===== src/design/tasp_pkg.sv =====
// Shared types and constants for the three-axis step pulse generator.
`default_nettype none
package tasp_pkg;
    localparam int unsigned TicksPerUs = 32;
    localparam int unsigned QueueDepth = 4;
    localparam int unsigned QAW = (QueueDepth > 1) ? $clog2(QueueDepth) : 1;
    localparam int unsigned QCW = $clog2(QueueDepth + 1);
    localparam int unsigned NumAxes = 3;
    localparam logic [31:0] HI_WORD_MASK = 32'hFFFF0000;
    localparam logic [31:0] LO_WORD_MASK = 32'h0000FFFF;

    typedef enum logic [1:0] {
        CMD_TICK = 2'd0,
        CMD_ENQUEUE = 2'd1,
        CMD_KILL = 2'd2,
        CMD_TERMINATE = 2'd3
    } t_cmd;

    // One queued move.
    typedef struct packed {
        logic [31:0] steps_x;
        logic [31:0] steps_y;
        logic [31:0] steps_z;
        logic [31:0] duration;
    } t_move;

    // Beat from the front part to the back part.
    typedef struct packed {
        t_cmd cmd;
        logic accepted;
        logic [QCW-1:0] level;
        logic load;
        t_move move;
    } t_job;

    // Normalized timing for one axis.
    typedef struct packed {
        logic [31:0] mag;
        logic [15:0] period;
        logic [16:0] post;
    } t_arm;
endpackage
`default_nettype wire


===== src/design/three_axis_step_pulse_generator_top.sv =====
// Top level of the three-axis step pulse generator.
//  channel | direction | handshake
//  cmd     | in        | i_valid / o_stall
//  result  | out       | o_valid / i_stall
//  config  | in        | i_cfg_we (polarity)
// A tick, kill or terminate beat passes the back part's wait, decode and output
// states before its result is registered; no next beat is accepted before the back part takes the job.
// A beat that loads a move runs one 64-bit division plus normalization per
// nonzero axis, one axis after another on the shared divider.
// Reset is synchronous; the queue needs no clearing pass.
// One beat is in work at a time; o_stall is high until the back part has
// produced its result, and a stalled result holds back the next beat's work.
`default_nettype none
module three_axis_step_pulse_generator_top (
    input  wire logic i_clk,
    input  wire logic i_rst_n,
    input  wire logic i_valid,
    output logic o_stall,
    input  wire logic [1:0] i_command,
    input  wire logic signed [31:0] i_steps_x_in,
    input  wire logic signed [31:0] i_steps_y_in,
    input  wire logic signed [31:0] i_steps_z_in,
    input  wire logic [31:0] i_duration_us,
    output logic o_valid,
    input  wire logic i_stall,
    output logic [2:0] o_step_pulses,
    output logic [2:0] o_direction_bits,
    output logic [2:0] o_motor_enables,
    output logic [2:0] o_active_mask,
    output logic o_move_accepted,
    output logic [2:0] o_queue_level,
    input  wire logic i_cfg_we,
    input  wire logic [2:0] i_cfg_data
);
    logic [2:0] r_pol;
    logic w_jv, w_take, w_pop;
    tasp_pkg::t_job w_job;

    // Polarity register.
    always_ff @(posedge i_clk) begin
        if (!i_rst_n) r_pol <= '0;
        else if (i_cfg_we) r_pol <= i_cfg_data;
    end

    tasp_front u_front (
        .i_clk(i_clk), .i_rst_n(i_rst_n), .i_valid(i_valid), .o_stall(o_stall),
        .i_command(i_command), .i_steps_x_in(i_steps_x_in),
        .i_steps_y_in(i_steps_y_in), .i_steps_z_in(i_steps_z_in),
        .i_duration_us(i_duration_us), .i_pop(w_pop),
        .o_job_valid(w_jv), .i_job_take(w_take), .o_job(w_job)
    );

    tasp_back u_back (
        .i_clk(i_clk), .i_rst_n(i_rst_n), .i_polarity(r_pol),
        .i_job_valid(w_jv), .o_job_take(w_take), .i_job(w_job), .o_pop(w_pop),
        .o_valid(o_valid), .i_stall(i_stall), .o_step_pulses(o_step_pulses),
        .o_direction_bits(o_direction_bits), .o_motor_enables(o_motor_enables),
        .o_active_mask(o_active_mask), .o_move_accepted(o_move_accepted),
        .o_queue_level(o_queue_level)
    );

    // Motors of active axes stay enabled.
    a_en: assert property (@(posedge i_clk) disable iff (!i_rst_n)
        (o_active_mask & ~o_motor_enables) == 3'd0) else $error("active axis disabled");
    // A pulse only from an axis that is active or whose motor is disabled.
    a_pulse: assert property (@(posedge i_clk) disable iff (!i_rst_n)
        o_valid |-> (o_step_pulses & ~(o_active_mask | ~o_motor_enables)) == 3'd0)
        else $error("pulse on idle axis");
    // No result while the front holds no beat.
    a_res: assert property (@(posedge i_clk) disable iff (!i_rst_n)
        $rose(o_valid) |-> $past(o_stall)) else $error("result without beat");
endmodule
`default_nettype wire


===== src/design/tasp_front.sv =====
// Front part: command decode and the move queue.
`default_nettype none
module tasp_front (
    input  wire logic i_clk,
    input  wire logic i_rst_n,
    input  wire logic i_valid,
    output logic o_stall,
    input  wire logic [1:0] i_command,
    input  wire logic [31:0] i_steps_x_in,
    input  wire logic [31:0] i_steps_y_in,
    input  wire logic [31:0] i_steps_z_in,
    input  wire logic [31:0] i_duration_us,
    input  wire logic i_pop,
    output logic o_job_valid,
    input  wire logic i_job_take,
    output tasp_pkg::t_job o_job
);
    tasp_pkg::t_move r_mem [tasp_pkg::QueueDepth];
    logic [tasp_pkg::QAW-1:0] r_head;
    logic [tasp_pkg::QCW-1:0] r_count;
    logic r_job_valid;
    tasp_pkg::t_job r_job;
    logic w_acc, w_room, w_wr;
    logic [tasp_pkg::QCW-1:0] w_cnt;
    logic [tasp_pkg::QAW-1:0] w_slot;

    // One job in flight; the back part decides after the command if a move loads.
    assign o_stall = r_job_valid;
    assign w_acc = i_valid && !r_job_valid;
    assign w_room = (r_count < tasp_pkg::QCW'(tasp_pkg::QueueDepth));
    assign w_wr = w_acc && (tasp_pkg::t_cmd'(i_command) == tasp_pkg::CMD_ENQUEUE) && w_room;
    assign w_slot = tasp_pkg::QAW'((32'(r_head) + 32'(r_count)) % tasp_pkg::QueueDepth);

    // Queue count after the command, before a possible load.
    always_comb begin
        w_cnt = r_count;
        case (tasp_pkg::t_cmd'(i_command))
            tasp_pkg::CMD_ENQUEUE: if (w_room) w_cnt = r_count + 1'b1;
            tasp_pkg::CMD_KILL, tasp_pkg::CMD_TERMINATE: w_cnt = '0;
            default: w_cnt = r_count;
        endcase
    end

    // An enqueue into an empty queue hands the written entry on directly.
    always_ff @(posedge i_clk) begin
        if (w_wr) r_mem[w_slot] <= {i_steps_x_in, i_steps_y_in, i_steps_z_in, i_duration_us};
        if (w_acc) begin
            r_job.cmd <= tasp_pkg::t_cmd'(i_command);
            r_job.accepted <= w_wr;
            r_job.load <= (w_cnt != '0);
            r_job.level <= w_cnt;
            r_job.move <= (w_wr && (w_slot == r_head)) ?
                {i_steps_x_in, i_steps_y_in, i_steps_z_in, i_duration_us} : r_mem[r_head];
        end
        if (!i_rst_n) begin
            r_head <= '0;
            r_count <= '0;
            r_job_valid <= 1'b0;
        end else begin
            if (w_acc) begin
                r_job_valid <= 1'b1;
                r_count <= w_cnt;
            end else begin
                if (i_pop) begin
                    r_head <= tasp_pkg::QAW'((32'(r_head) + 1) % tasp_pkg::QueueDepth);
                    r_count <= r_count - 1'b1;
                end
                if (i_job_take) r_job_valid <= 1'b0;
            end
        end
    end
    always_comb begin
        o_job = r_job;
    end
    assign o_job_valid = r_job_valid;
endmodule
`default_nettype wire


===== src/design/tasp_div.sv =====
// Iterative 64-by-32 divider with saturation and 16-bit normalization.
`default_nettype none
module tasp_div (
    input  wire logic i_clk,
    input  wire logic i_rst_n,
    input  wire logic i_start,
    input  wire logic [63:0] i_num,
    input  wire logic [31:0] i_den,
    output logic o_done,
    output logic [15:0] o_period,
    output logic [16:0] o_post
);
    typedef enum logic [1:0] {S_IDLE, S_DIV, S_NORM} t_state;
    t_state r_state;
    logic [63:0] r_q;
    logic [32:0] r_rem;
    logic [31:0] r_den;
    logic [5:0] r_cnt;
    logic [31:0] r_iv;
    logic [16:0] r_post;
    logic r_done;
    logic [32:0] w_sh;

    assign w_sh = {r_rem[31:0], r_q[63]};

    // Restoring division one bit a cycle, then one shift a cycle.
    always_ff @(posedge i_clk) begin
        if (!i_rst_n) begin
            r_state <= S_IDLE;
            r_done <= 1'b0;
        end else begin
            case (r_state)
                S_IDLE: begin
                    r_done <= 1'b0;
                    if (i_start) begin
                        r_q <= i_num;
                        r_rem <= '0;
                        r_den <= i_den;
                        r_cnt <= '0;
                        r_state <= S_DIV;
                    end
                end
                S_DIV: begin
                    r_done <= 1'b0;
                    if (w_sh >= {1'b0, r_den}) begin
                        r_rem <= w_sh - {1'b0, r_den};
                        r_q <= {r_q[62:0], 1'b1};
                    end else begin
                        r_rem <= w_sh;
                        r_q <= {r_q[62:0], 1'b0};
                    end
                    r_post <= 17'd1;
                    if (r_cnt == 6'd63) begin
                        r_cnt <= 6'd0;
                        r_iv <= '0;
                        r_state <= S_NORM;
                    end else begin
                        r_cnt <= r_cnt + 1'b1;
                    end
                end
                S_NORM: begin
                    if (r_iv == '0 && r_post == 17'd1 && r_cnt == 6'd0) begin
                        r_done <= 1'b0;
                        r_iv <= (r_q[63:32] != '0) ? 32'hFFFFFFFF : r_q[31:0];
                        r_cnt <= 6'd1;
                    end else if ((r_iv & tasp_pkg::HI_WORD_MASK) != '0) begin
                        r_done <= 1'b0;
                        r_iv <= r_iv >> 1;
                        r_post <= r_post << 1;
                    end else begin
                        r_done <= 1'b1;
                        r_state <= S_IDLE;
                    end
                end
                default: begin
                    r_done <= 1'b0;
                    r_state <= S_IDLE;
                end
            endcase
        end
    end
    assign o_done = r_done;
    assign o_period = (r_iv[15:0] == '0) ? 16'd1 : r_iv[15:0];
    assign o_post = r_post;
endmodule
`default_nettype wire


===== src/design/tasp_back.sv =====
// Back part: per-axis step timing, move arming and the output register.
`default_nettype none
module tasp_back (
    input  wire logic i_clk,
    input  wire logic i_rst_n,
    input  wire logic [2:0] i_polarity,
    input  wire logic i_job_valid,
    output logic o_job_take,
    input  tasp_pkg::t_job i_job,
    output logic o_pop,
    output logic o_valid,
    input  wire logic i_stall,
    output logic [2:0] o_step_pulses,
    output logic [2:0] o_direction_bits,
    output logic [2:0] o_motor_enables,
    output logic [2:0] o_active_mask,
    output logic o_move_accepted,
    output logic [2:0] o_queue_level
);
    typedef enum logic [1:0] {S_WAIT, S_DEC, S_ARM, S_OUT} t_state;
    t_state r_state;
    logic [31:0] r_steps [tasp_pkg::NumAxes];
    logic [15:0] r_per [tasp_pkg::NumAxes];
    logic [15:0] r_pcnt [tasp_pkg::NumAxes];
    logic [16:0] r_prl [tasp_pkg::NumAxes];
    logic [16:0] r_pscnt [tasp_pkg::NumAxes];
    logic [2:0] r_active, r_dir, r_en, r_pulse;
    logic [1:0] r_axis;
    logic r_busy, r_valid, r_take, r_pop, r_loaded;
    logic [63:0] r_total;
    logic [31:0] w_raw, w_mag;
    logic w_done;
    logic [15:0] w_period;
    logic [16:0] w_post;
    logic [15:0] w_pc [tasp_pkg::NumAxes];
    logic [16:0] w_ps [tasp_pkg::NumAxes];
    logic [2:0] w_wrap, w_fire;

    assign w_raw = (r_axis == 2'd0) ? i_job.move.steps_x :
                   (r_axis == 2'd1) ? i_job.move.steps_y : i_job.move.steps_z;
    assign w_mag = w_raw[31] ? (32'd0 - w_raw) : w_raw;

    tasp_div u_div (
        .i_clk(i_clk), .i_rst_n(i_rst_n),
        .i_start(r_state == S_ARM && !r_busy && w_mag != '0),
        .i_num(r_total), .i_den(w_mag),
        .o_done(w_done), .o_period(w_period), .o_post(w_post)
    );

    // Period and postscale arithmetic of one tick for each axis.
    always_comb begin
        for (int k = 0; k < tasp_pkg::NumAxes; k++) begin
            w_pc[k] = r_pcnt[k] + 1'b1;
            w_ps[k] = r_pscnt[k] - 1'b1;
            w_wrap[k] = r_active[k] && (w_pc[k] >= r_per[k]);
            w_fire[k] = w_wrap[k] && (w_ps[k] == '0);
        end
    end

    // Takes a job once the previous result has left.
    assign o_pop = r_pop;
    assign o_job_take = r_take;

    always_ff @(posedge i_clk) begin
        if (!i_rst_n) begin
            r_state <= S_WAIT;
            r_active <= '0;
            r_dir <= '0;
            r_en <= '0;
            r_valid <= 1'b0;
            r_busy <= 1'b0;
            r_take <= 1'b0;
            r_pop <= 1'b0;
            r_loaded <= 1'b0;
            for (int k = 0; k < tasp_pkg::NumAxes; k++) begin
                r_steps[k] <= '0;
                r_per[k] <= 16'd1;
                r_pcnt[k] <= '0;
                r_prl[k] <= 17'd1;
                r_pscnt[k] <= 17'd1;
            end
        end else begin
            r_take <= (r_state == S_OUT);
            r_valid <= (r_state == S_OUT) || (r_valid && i_stall);
            r_pop <= (r_state == S_DEC) && (r_active == '0) && i_job.load;
            case (r_state)
                S_WAIT: if (i_job_valid && !r_take && !r_valid) begin
                    case (i_job.cmd)
                        tasp_pkg::CMD_TICK: begin
                            r_pulse <= w_fire;
                            for (int k = 0; k < tasp_pkg::NumAxes; k++) begin
                                if (r_active[k]) begin
                                    if (!w_wrap[k]) begin
                                        r_pcnt[k] <= w_pc[k];
                                    end else begin
                                        r_pcnt[k] <= '0;
                                        if (!w_fire[k]) begin
                                            r_pscnt[k] <= w_ps[k];
                                        end else begin
                                            r_steps[k] <= r_steps[k] - 1'b1;
                                            r_pscnt[k] <= r_prl[k];
                                            if (r_steps[k] == 32'd1) begin
                                                r_active[k] <= 1'b0;
                                                r_en[k] <= 1'b0;
                                            end
                                        end
                                    end
                                end
                            end
                        end
                        tasp_pkg::CMD_KILL: begin
                            r_pulse <= '0;
                            r_active <= '0;
                        end
                        default: begin
                            r_pulse <= '0;
                            r_active <= r_active;
                        end
                    endcase
                    r_state <= S_DEC;
                    r_axis <= '0;
                    r_total <= 64'(i_job.move.duration) * 64'(tasp_pkg::TicksPerUs);
                end
                // A waiting move loads once every axis has gone idle.
                S_DEC: begin
                    if (r_active == '0 && i_job.load) begin
                        r_loaded <= 1'b1;
                        r_state <= S_ARM;
                    end else begin
                        r_loaded <= 1'b0;
                        r_state <= S_OUT;
                    end
                end
                S_ARM: begin
                    if (!r_busy) begin
                        if (r_axis == 2'd0) r_active <= '0;
                        r_dir[r_axis] <= w_raw[31] ^ i_polarity[r_axis];
                        if (w_mag != '0) r_busy <= 1'b1;
                        else if (r_axis == 2'd2) r_state <= S_OUT;
                        else r_axis <= r_axis + 1'b1;
                    end else if (w_done) begin
                        r_busy <= 1'b0;
                        r_steps[r_axis] <= w_mag;
                        r_per[r_axis] <= w_period;
                        r_pcnt[r_axis] <= '0;
                        r_prl[r_axis] <= w_post;
                        r_pscnt[r_axis] <= w_post;
                        r_active[r_axis] <= 1'b1;
                        r_en[r_axis] <= 1'b1;
                        if (r_axis == 2'd2) r_state <= S_OUT;
                        else r_axis <= r_axis + 1'b1;
                    end
                end
                S_OUT: begin
                    o_move_accepted <= i_job.accepted;
                    o_queue_level <= 3'(r_loaded ? i_job.level - 1'b1 : i_job.level);
                    r_state <= S_WAIT;
                end
                default: r_state <= S_WAIT;
            endcase
        end
    end
    assign o_valid = r_valid;
    assign o_step_pulses = r_pulse;
    assign o_direction_bits = r_dir;
    assign o_motor_enables = r_en;
    assign o_active_mask = r_active;
endmodule
`default_nettype wire

===== config.mk =====
export PLATFORM = sky130hd
export DESIGN_NAME = three_axis_step_pulse_generator_top
export DESIGN_NICKNAME = d
export VERILOG_FILES = /design/src/design/tasp_pkg.sv /design/src/design/three_axis_step_pulse_generator_top.sv /design/src/design/tasp_front.sv /design/src/design/tasp_div.sv /design/src/design/tasp_back.sv
export SDC_FILE = /design/constraint.sdc
export NUM_CORES = 2
export LEC_CHECK = 0
export BUFFER_PORTS_ARGS = -buffer_cell sky130_fd_sc_hd__buf_2
export CAP_MARGIN = 0
export CORE_UTILIZATION = 45
export CTS_CLUSTER_DIAMETER = 40
export CTS_CLUSTER_SIZE = 16
export DETAILED_ROUTE_END_ITERATION = 7
export GPL_ROUTABILITY_DRIVEN = 0
export GPL_TIMING_DRIVEN = 0
export PLACE_DENSITY = 0.65
export SLEW_MARGIN = 20
export SYNTH_ARGS = -nofsm -noshare
export SYNTH_HDL_FRONTEND = slang
export SYNTH_SLANG_ARGS = --single-unit

===== constraint.sdc =====
create_clock -name i_clk -period 17.7 [get_ports i_clk]
set_input_delay 2.655 -clock i_clk [delete_from_list [all_inputs] [get_ports i_clk]]
set_output_delay 2.655 -clock i_clk [all_outputs]
set_load 0.02 [all_outputs]

==> metrics.cfg <==
[logic_synthesis]
synth_area_um2 = 55100
synth_fp_nets = 4264
ys_seq_elements = 1193
yosys_warnings = 0
synth_edf_count = 1117
async_reset_ff_frac = 0
synth-main-ff-cell = edfxtp_1
synth_cells = 4011
yosysTopAreaCell = edfxtp_1
ys_types = 88
synth_top_area_share = 0.608
syn_area_per_cell_um2 = 13.7
ys_seq_area_frac = 0.636
synthTopCellsByArea = edfxtp_1 (61%), mux4_2 (5.2%), mux2_2 (3.5%)

[worst_setup_path]
path_class = reg -> reg
path_cells = clkbuf_1 -> inv_1 -> ha_1 -> buf_2 -> buf_2 -> mux2i_1 -> nand4_1 -> nor3_2 -> nand3_1 -> o31a_1 -> xnor2_2 -> or4_1 -> o21ai_4 -> nor3_2 -> a31o_4 -> buf_16 -> buf_16
crit_required_ns = 18.15
path_buf_inv = 6
path_max_fanout = 51
cp_top_family = buffers and inverters
crit_path_start_kind = flip-flop
cp.arrival_ns = 7.31
worst_setup_path_end_kind = flip-flop
cp_slowest_cell = mux2i_1
max_stage_delay_ns = 0.67

[clock_network]
cts_tree = yes
post_cts_buffers = 0
cts_inserted_buffers = 158
hold_buffers = 0
path_clk_slew_ns = 0.06
htree_levels = 4
clock_path_buffers = 3
root_buffer = clkbuf_16
cts.sinks = 1193
cts_resized = 0
clock_latency_ns = 0.78

[detailed_routing]
drtPass1Iterations = 7
drc = 0
ant_nets = 0
vias = 34800
drtIter0Drc = 3096
wl_per_cell_um = 22.1
vias_per_cell = 5.64
routed_wl_mm = 136

[sta]
hold_viol_final = 0
finalCriticalPeriod_ns = 6.86
worst_slack_ns = 10.84
clock.fmax_mhz = 146
rsz0062_at_grt = no
post-route-period-util = 0.388
finalMaxSlewViolations = 0
setup-violations-final = 0
relSlewSlack = 0.220
skew_ns = 0.0388
tightestPinTransition_ns = 1.16

[finish]
drive_gt1_frac = 0.196
final_nets = 4652
finalNonFillerCells = 6163
area_growth_pct = 17.1
postLayoutCoreUtil = 0.531
final_common_cell = edfxtp_1
final_cell_mix = edfxtp_1 (1,117), nand2_1 (342), nor2_1 (308)

[floorplan]
core_area_um2 = 122000
ios = 156
start_util = 0.453
die_x_um = 352
die_h_um = 352
dieArea_um2 = 124000
rows = 128

[placement]
numPortBuffers = 155
place_ws_ns = 11.02
dp_hpwl_mm = 95.7
place_inst = 5864

[pwr]
p_leak_nw = 22.9
p_per_area_nw_per_um2 = 118
power.total_mw = 7.62
vdd_drop_max_mv = 0.0947

[run]
maxCapViolCount = 0

[hold_path]
worstHoldPathType = reg -> reg

[global_route]
track_usage = 0.218
grt_max_degree = 83
grt_pass1_vias = 34500
grt_pass1_wl_mm = 207
grt_overflow = 0
antenna_found_initial = 26

[outcome]
status = complete, no violations

-- worst reg2reg max path: stages (launching register included) --
cell and delay (ns):
edfxtp_1 0.40, clkbuf_1 0.29, inv_1 0.19, ha_1 0.51
buf_2 0.34, buf_2 0.43, mux2i_1 0.68, nand4_1 0.25
nor3_2 0.44, nand3_1 0.17, o31a_1 0.31, xnor2_2 0.66
or4_1 0.38, o21ai_4 0.14, nor3_2 0.53, a31o_4 0.20
buf_16 0.26, buf_16 0.30
-- power by group --
part / internal [mW] / switching (mW) / total, mW / leakage (nW)
Clock: 1.94 / 1.34 / 3.28 / 2.68
Sequential: 3.25 / 0.0782 / 3.33 / 11.1
Combinational: 0.337 / 0.677 / 1.01 / 9.11
Total: 5.53 / 2.09 / 7.62 / 22.9
-- final timing paths --
kind | startpoint | end | slack, ns | cells past startpoint
setup reg to reg | u_back.r_axis[1] | u_back.u_div.r_q[27] | 10.84 | 17
hold reg to reg | u_front.o_job[16] | u_back.r_total[21] | 0.40 | 0
setup / recovery | u_back.r_axis[1] | u_back.u_div.r_q[27] | 10.84 | 17
hold / removal | u_front.o_job[16] | u_back.r_total[21] | 0.40 | 0
-- cell type report --
cell class / count / area (um2)
timing repair buffer: 228 / 1740
inverter: 143 / 544
tap: 1625 / 2030
sequential: 1193 / 35100
clock buffer: 179 / 4200
antenna: 6 / 15.0
fill: 10100 / 57100
multi-input combinational: 2482 / 18900
clock inverter: 114 / 1300
buffer: 193 / 767
-- synth_stat cells (6+ instances only) --
cell	number
nand2b_1	26
nand3_1	80
a31oi_1	26
nor3b_1	6
o21a_1	16
xnor2_1	140
ha_1	114
nand2_1	342
mux2_2	172
dfxtp_1	76
or4_1	22
or2_2	6
nand4_1	27
inv_1	141
buf_1	16
nor3_1	58
a22o_1	9
nand3b_1	8
edfxtp_1	1117
o21ai_0	83
o211ai_1	8
and2_1	83
or3_1	14
a211oi_1	6
a21oi_1	106
clkbuf_1	162
o21ai_1	7
a22oi_1	15
xor2_1	115
nor2b_1	25
nor4_1	66
mux4_2	128
mux2i_1	43
and3_1	129
and4_1	6
o31ai_1	144
a21boi_0	7
nor2_1	311
a21o_1	38
buf_2	11
-- cell families (layout without fill, tap and decap cells) --
logic type | Yosys count | after routing | share of synthesized area
adder cells (fa/ha/maj) | 115 | 115 | 0.0262
flip-flops | 1193 | 1193 | 0.636
AND/OR/NAND/NOR | 1233 | 1233 | 0.110
XOR/XNOR | 255 | 255 | 0.0405
AO/OA/AOI/OAI | 522 | 522 | 0.0638
other | 0 | 6 | 0
multiplexers | 357 | 357 | 0.0996
buffers and inverters | 336 | 857 | 0.0236
-- registers in the layout, summed over array words and instances (netlist names), 17 cells and up --
name / count
u_back.r_pcnt: 48
u_back.r_per: 48
u_back.r_prl: 51
u_back.r_pscnt: 51
u_back.r_steps: 96
u_back.r_total: 32
u_back.u_div.o_post: 17
u_back.u_div.r_den: 32
u_back.u_div.r_iv: 32
u_back.u_div.r_q: 64
u_back.u_div.r_rem: 32
u_front.o_job: 135
u_front.r_mem: 512
-- stage by stage --
| step | instance area, um2 | hold slack, ns | TNS (ns) |
|---|---|---|---|
| global placement | 57900 | 0.401 | -796.17 |
| global route | 64600 | 0.414 | 0 |
| floorplan | 55100 | 0.400 | 0 |
| detailed placement | 59100 | 0.405 | 0 |
| CTS | 64600 | 0.414 | 0 |
| finish | 64600 | 0.404 | 0 |
-- metal layers --
layer | vias up | GRT usage | part of all wire | routed length (um)
met3 | 266 | 0.0516 | 0.075 | 10200
li1 | 16000 | - | - | -
met2 | 1169 | 0.352 | 0.47 | 64600
met1 | 17300 | 0.291 | 0.42 | 57700
met5 | - | 0 | 0.0019 | 261
met4 | 42 | 0.0690 | 0.026 | 3610
Note: power is estimated with default switching activity, not from simulation.
